===== src/kgbr_pkg.sv =====
// shared constants and types for the k-group block reverser
`default_nettype none
package kgbr_pkg;
    localparam int MAX_GROUP = 16;
    localparam int DATA_W    = 32;
    localparam int CFG_W     = 5;
    localparam int IDX_W     = $clog2(MAX_GROUP);
    localparam int CNT_W     = $clog2(MAX_GROUP + 1);
    localparam int KW        = (CNT_W > CFG_W) ? CNT_W : CFG_W;

    typedef struct packed {
        logic shift_up;
        logic shift_down;
    } cell_ctrl_t;
endpackage
`default_nettype wire


===== src/kgbr_cell.sv =====
// one storage cell of the group chain
`default_nettype none
module kgbr_cell (
    input  wire                                     aclk,
    input  wire kgbr_pkg::cell_ctrl_t               ctrl,
    input  wire logic signed [kgbr_pkg::DATA_W-1:0] from_below,
    input  wire logic signed [kgbr_pkg::DATA_W-1:0] from_above,
    output logic signed [kgbr_pkg::DATA_W-1:0]      q
);
    logic signed [kgbr_pkg::DATA_W-1:0] data_reg;
    logic signed [kgbr_pkg::DATA_W-1:0] data_next;

    always_comb begin
        data_next = data_reg;
        if (ctrl.shift_up) begin
            data_next = from_below;
        end else if (ctrl.shift_down) begin
            data_next = from_above;
        end
    end

    always_ff @(posedge aclk) begin
        data_reg <= data_next;
    end

    assign q = data_reg;
endmodule
`default_nettype wire


===== src/kgbr_cell_row.sv =====
// row of cells: newest item enters cell 0, older items move up
`default_nettype none
module kgbr_cell_row (
    input  wire                                     aclk,
    input  wire kgbr_pkg::cell_ctrl_t               ctrl,
    input  wire logic signed [kgbr_pkg::DATA_W-1:0] in_value,
    input  wire logic [kgbr_pkg::IDX_W-1:0]         rd_idx,
    output logic signed [kgbr_pkg::DATA_W-1:0]      head_value,
    output logic signed [kgbr_pkg::DATA_W-1:0]      sel_value
);
    logic signed [kgbr_pkg::DATA_W-1:0] q [kgbr_pkg::MAX_GROUP];

    for (genvar i = 0; i < kgbr_pkg::MAX_GROUP; i++) begin : g_cell
        logic signed [kgbr_pkg::DATA_W-1:0] below;
        logic signed [kgbr_pkg::DATA_W-1:0] above;
        if (i == 0) begin : g_first
            assign below = in_value;
        end else begin : g_inner_b
            assign below = q[i-1];
        end
        if (i == kgbr_pkg::MAX_GROUP - 1) begin : g_last
            assign above = q[i];
        end else begin : g_inner_a
            assign above = q[i+1];
        end
        kgbr_cell u_cell (
            .aclk       (aclk),
            .ctrl       (ctrl),
            .from_below (below),
            .from_above (above),
            .q          (q[i])
        );
    end

    assign head_value = q[0];
    assign sel_value  = q[rd_idx];
endmodule
`default_nettype wire


===== src/k_group_block_reverser_top.sv =====
// top level: group collection, drain sequencing and output register
// Items enter a chain of cells one per cycle while a group is collected. When an item
// completes a group of group_size (clamped to 16), ends the list, or arrives with
// group_size 0 or 1, input stalls while the held items drain, one result per cycle
// into the output register unless m_ready stalls it; the next item is accepted only
// after the last result of the drain has been loaded into the output register.
// A full group drains reversed by shifting the chain toward cell 0; a closing partial
// group drains in arrival order through a read select across the row.
`default_nettype none
module k_group_block_reverser_top (
    input  wire                                     aclk,
    input  wire                                     aresetn,
    input  wire                                     cfg_we,
    input  wire logic [kgbr_pkg::CFG_W-1:0]         cfg_wdata,
    input  wire                                     s_valid,
    output logic                                    s_ready,
    input  wire logic signed [kgbr_pkg::DATA_W-1:0] s_value,
    input  wire                                     s_end_of_list,
    output logic                                    m_valid,
    input  wire                                     m_ready,
    output logic signed [kgbr_pkg::DATA_W-1:0]      m_out_value,
    output logic                                    m_end_of_run,
    output logic                                    m_out_end_of_list
);
    localparam logic ST_COLLECT = 1'b0;
    localparam logic ST_DRAIN   = 1'b1;

    logic                           state_reg, state_next;
    logic [kgbr_pkg::CFG_W-1:0]     group_size_reg, group_size_next;
    logic [kgbr_pkg::CNT_W-1:0]     fill_reg, fill_next;
    logic [kgbr_pkg::CNT_W-1:0]     rem_reg, rem_next;
    logic                           rev_reg, rev_next;
    logic                           eol_reg, eol_next;
    logic                           m_valid_reg, m_valid_next;
    logic signed [kgbr_pkg::DATA_W-1:0] m_value_reg, m_value_next;
    logic                           m_eor_reg, m_eor_next;
    logic                           m_eol_reg, m_eol_next;

    kgbr_pkg::cell_ctrl_t           ctrl;
    logic signed [kgbr_pkg::DATA_W-1:0] head_value, sel_value;
    logic [kgbr_pkg::IDX_W-1:0]     rd_idx;
    logic [kgbr_pkg::KW-1:0]        k_raw, k_eff, n_w;
    logic [kgbr_pkg::CNT_W-1:0]     n_cnt;
    logic                           accept, slot_free, emit_step, last_step;
    logic                           full_group, go_drain;

    assign accept    = s_valid && s_ready;
    assign slot_free = !m_valid_reg || m_ready;
    assign emit_step = (state_reg == ST_DRAIN) && slot_free;
    assign last_step = (rem_reg == kgbr_pkg::CNT_W'(1));
    assign rd_idx    = kgbr_pkg::IDX_W'(rem_reg - kgbr_pkg::CNT_W'(1));

    assign k_raw = kgbr_pkg::KW'(group_size_reg);
    assign k_eff = (k_raw > kgbr_pkg::KW'(kgbr_pkg::MAX_GROUP))
                 ? kgbr_pkg::KW'(kgbr_pkg::MAX_GROUP) : k_raw;
    assign n_cnt = fill_reg + kgbr_pkg::CNT_W'(1);
    assign n_w   = kgbr_pkg::KW'(n_cnt);
    assign full_group = (k_eff >= kgbr_pkg::KW'(2)) && (n_w >= k_eff);
    assign go_drain   = full_group || (k_eff <= kgbr_pkg::KW'(1)) || s_end_of_list;

    assign ctrl.shift_up   = accept;
    assign ctrl.shift_down = emit_step && rev_reg;

    kgbr_cell_row u_row (
        .aclk       (aclk),
        .ctrl       (ctrl),
        .in_value   (s_value),
        .rd_idx     (rd_idx),
        .head_value (head_value),
        .sel_value  (sel_value)
    );

    always_comb begin
        state_next      = state_reg;
        group_size_next = cfg_we ? cfg_wdata : group_size_reg;
        fill_next       = fill_reg;
        rem_next        = rem_reg;
        rev_next        = rev_reg;
        eol_next        = eol_reg;
        m_valid_next    = m_valid_reg;
        m_value_next    = m_value_reg;
        m_eor_next      = m_eor_reg;
        m_eol_next      = m_eol_reg;
        if (m_valid_reg && m_ready) begin
            m_valid_next = 1'b0;
        end
        unique case (state_reg)
            ST_COLLECT: begin
                if (accept) begin
                    if (go_drain) begin
                        fill_next  = '0;
                        rem_next   = n_cnt;
                        rev_next   = full_group;
                        eol_next   = s_end_of_list;
                        state_next = ST_DRAIN;
                    end else begin
                        fill_next = n_cnt;
                    end
                end
            end
            ST_DRAIN: begin
                if (emit_step) begin
                    m_valid_next = 1'b1;
                    m_value_next = rev_reg ? head_value : sel_value;
                    m_eor_next   = last_step;
                    m_eol_next   = last_step && eol_reg;
                    rem_next     = rem_reg - kgbr_pkg::CNT_W'(1);
                    if (last_step) begin
                        state_next = ST_COLLECT;
                    end
                end
            end
            default: state_next = ST_COLLECT;
        endcase
    end

    always_ff @(posedge aclk) begin
        if (!aresetn) begin
            state_reg      <= ST_COLLECT;
            group_size_reg <= kgbr_pkg::CFG_W'(1);
            fill_reg       <= '0;
            rem_reg        <= '0;
            rev_reg        <= 1'b0;
            eol_reg        <= 1'b0;
            m_valid_reg    <= 1'b0;
        end else begin
            state_reg      <= state_next;
            group_size_reg <= group_size_next;
            fill_reg       <= fill_next;
            rem_reg        <= rem_next;
            rev_reg        <= rev_next;
            eol_reg        <= eol_next;
            m_valid_reg    <= m_valid_next;
        end
    end

    always_ff @(posedge aclk) begin
        m_value_reg <= m_value_next;
        m_eor_reg   <= m_eor_next;
        m_eol_reg   <= m_eol_next;
    end

    assign s_ready           = (state_reg == ST_COLLECT);
    assign m_valid           = m_valid_reg;
    assign m_out_value       = m_value_reg;
    assign m_end_of_run      = m_eor_reg;
    assign m_out_end_of_list = m_eol_reg;

    a_eol_ends_run: assert property (@(posedge aclk) disable iff (!aresetn)
        m_valid && m_out_end_of_list |-> m_end_of_run)
        else $error("end of list without end of run");

    a_drain_nonempty: assert property (@(posedge aclk) disable iff (!aresetn)
        state_reg == ST_DRAIN |-> rem_reg != '0)
        else $error("drain with no items left");

    a_fill_bound: assert property (@(posedge aclk) disable iff (!aresetn)
        fill_reg < kgbr_pkg::CNT_W'(kgbr_pkg::MAX_GROUP))
        else $error("group fill overflow");

    a_pass_single: assert property (@(posedge aclk) disable iff (!aresetn)
        accept && fill_reg == '0 && k_eff <= kgbr_pkg::KW'(1)
        |=> state_reg == ST_DRAIN && rem_reg == kgbr_pkg::CNT_W'(1))
        else $error("pass-through item not drained alone");
endmodule
`default_nettype wire

===== config.mk =====
export PLATFORM = sky130hd
export DESIGN_NAME = k_group_block_reverser_top
export DESIGN_NICKNAME = d
export VERILOG_FILES = /design/src/kgbr_pkg.sv /design/src/kgbr_cell.sv /design/src/kgbr_cell_row.sv /design/src/k_group_block_reverser_top.sv
export SDC_FILE = /design/constraint.sdc
export NUM_CORES = 1
export LEC_CHECK = 0
export ABC_AREA = 1
export BUFFER_PORTS_ARGS = -buffer_cell sky130_fd_sc_hd__buf_2
export CAP_MARGIN = 20
export CORE_ASPECT_RATIO = 0.9
export CORE_MARGIN = 1
export CORE_UTILIZATION = 55
export CTS_BUF_LIST = sky130_fd_sc_hd__clkbuf_8
export DETAILED_ROUTE_END_ITERATION = 7
export PLACE_DENSITY = 0.76
export REMOVE_ABC_BUFFERS = 1
export SLEW_MARGIN = 20
export SYNTH_ARGS = -nofsm -noshare
export SYNTH_HDL_FRONTEND = slang
export SYNTH_SLANG_ARGS = --single-unit

===== constraint.sdc =====
create_clock -name aclk -period 56.7 [get_ports aclk]
set_input_delay 5.67 -clock aclk [delete_from_list [all_inputs] [get_ports aclk]]
set_output_delay 5.67 -clock aclk [all_outputs]
set_load 0.005 [all_outputs]

==> impl_metrics.py <==
metrics = {
    "critical_path": {
        "required_ns": 57.08,
        "ff2ff_path_depth": 6,
        "critPathKind": "primary input to register",
        "path_max_fanout": 197,
        "cp-end-kind": "register",
        "cp_data_arrival_time_ns": 9.39,
        "cp-start-kind": "primary input",
        "startpoint": "s_valid",
        "rrSetupSlack_ns": 51.79,
        "r2r_start": "rev_reg",
    },
    "pwr": {
        "p_leak_uw": 0.0126,
        "vdd_ir_drop_max_v": 0.0000264,
        "cellPowerDensity_mw_per_mm2": 41.4,
    },
    "finish": {
        "largest_reg_flops": 512,
        "drive_gt1_share_pct": 6.95,
        "final_nets": 3243,
        "multi_input_area_mm2": 0.00967,
        "antenna_cells": 0,
        "fillers": 4272,
        "register_area_mm2": 0.0168,
        "finish.utilization_pct": 60.3,
        "syn2layout_area_growth_pct": 7.92,
    },
    "yosys": {
        "synth_top_family_by_area": "simple AND/OR/NAND/NOR gates",
        "synth_top_area_share_pct": 58.2,
        "yosysTopAreaCell": "edfxtp_1",
        "synth.area.top_cells": "edfxtp_1, nand2_1, o21ai_0",
        "ys_warn_count": 0,
        "async_flop_share_pct": 0,
        "ys_types": 24,
        "synth_edf_count": 546,
        "synth_most_common_cell": "nand2_1",
        "synth.avg_cell_area_um2": 8.77,
        "synthAdderAreaFrac_pct": 0.355,
        "yosys.area_share.simple_pct": 23.2,
        "ys_seq_area_share_pct": 59.5,
        "synthFlopType": "edfxtp_1",
        "muxShareOfSynthArea_pct": 0,
        "synth_compound_area_share_pct": 10.1,
        "netlist_area_mm2": 0.0282,
        "ys_seq_elements": 565,
        "yosys-top-cells-count": "nand2_1, edfxtp_1, o21ai_0, nand3_1, inv_1",
        "netlist_instances": 3216,
        "synthXorXnorAreaFrac_pct": 0.328,
    },
    "clocking": {
        "clk_transition_reported_paths_ns": 0.06,
        "cts.htree.levels": 3,
        "hold_buffers": 0,
        "cts.sinks": 565,
        "root_buffer": "clkbuf_8",
        "worstSkewPairLatency_ns": 0.69,
        "cts_tree": "yes",
        "cts.repair.resized": 0,
        "cts_buffers": 95,
        "postCtsSetupBuffers": 0,
        "clk_path_buf_depth": 3,
    },
    "min_path": {
        "min_path_cells": 2,
        "hold_start": "group_size_reg[0]",
        "min_path_type": "register to register",
    },
    "die": {
        "dieHeight_um": 217,
        "dieWidth_um": 241,
        "dieArea_mm2": 0.0522,
        "rows": 78,
        "start_util_pct": 55.9,
        "num_io_pins": 79,
        "core_area_mm2": 0.0505,
    },
    "route": {
        "wl_per_cell_um": 16.3,
        "vias_per_cell": 5.64,
        "wirelength_um": 64200,
        "vias": 22200,
        "first_pass_iters": 6,
        "drtIter0Drc": 2847,
        "post-route-drc-count": 0,
        "drtAntennaViolNets": 0,
    },
    "place": {
        "hpwl_um": 33000,
        "gp_congestion": 0.761,
        "numPortBuffers": 78,
    },
    "sta": {
        "setup_viol": 0,
        "fin_skew_ns": 0.0225,
        "max_freq_ghz": 0.111,
        "rsz0062_at_grt": "false",
        "relSlewSlack_pct": 19.4,
        "worst_slew_pin_slew_ns": 1.21,
        "hold_violations": 0,
        "min_period_over_period_pct": 15.9,
        "slew_viol_final": 0,
        "period_minus_slack_ns": 9.01,
        "setup_tns_ns": 0,
    },
    "global_routing": {
        "grt_usage_pct": 24.6,
        "grt_antenna_before_repair": 0,
        "overflow": 0,
        "grt_max_degree": 259,
        "grt_pass1_vias": 20800,
        "grt_pass1_wl_um": 104000,
    },
    "outcome": {
        "outcome": "finished clean",
    },
    "job": {
        "drv_cap": 0,
    },
}
==> cells by family (layout without fill, tap and decap cells) <==
logic type / Yosys count / count (layout)
buf+inv: 447 / 497
simple gates: 1617 / 1617
xor+xnor: 8 / 8
fa+ha+maj: 8 / 8
compound gates: 571 / 571
flops: 565 / 565
==> per-stage QoR <==
step                      setup WS (ns)  area (um^2)  hold WS (ns)  cells  power (uW)
after global placement            47.34        28800         0.454   3775         926
after detailed placement          47.19        28800         0.461   3775         936
after global routing              47.46        30400         0.490   3946        1330
after floorplan                   13.50        27200         0.437   2994         887
after CTS                         47.92        30400         0.473   3946        1260
final                             47.69        30400         0.466   3946        1260
==> worst paths after layout <==
check / end
worst max-delay path: u_row.g_cell[12].u_cell.q[1]
worst min-delay path: group_size_reg[0]
worst max register to register: u_row.g_cell[13].u_cell.q[3]
worst min register to register: group_size_reg[0]
==> layer usage <==
layer | GRT usage, % | wire, um
met4 | 7.73 | 1310
met2 | 39.0 | 30200
met1 | 34.6 | 28000
met3 | 4.27 | 4680
met5 | 0 | 0
==> cells in the final DEF (no fill, tap or decap), types with 2 or more instances in the layout <==
master and count:
nand2_1 1205, edfxtp_1 546, o21ai_0 444, nand3_1 356
inv_1 253, a21oi_1 117, clkbuf_8 97, buf_2 78
nor2_1 53, clkinv_1 27, buf_4 20, dfxtp_1 18
clkinv_2 10, o21ai_1 8, ha_1 7, inv_6 4
xor2_4 3, inv_8 3, buf_12 3, xor2_1 2
xnor2_1 2
==> report_power, final <==
group	switching [uW]	internal [uW]
Combinational	239	103
Clock	165	159
Sequential	37.2	555
Total	441	817
==> final cells by class <==
class                           count  share of cell area (%)
Clock buffer                       97                    4.39
Multi-Input combinational cell   2204                    31.8
Timing Repair Buffer              101                    1.97
Inverter                          225                    2.84
Tap cell                          680                    2.80
Sequential cell                   565                    55.2
Clock inverter                     74                    1.05
==> critical path, stage by stage <==
cell     delay [ns]
buf_2          0.13
nand2_8        0.34
inv_8          0.77
buf_4          0.90
buf_4          0.91
o21ai_0        0.23
Power figures use the tool's default switching activity.
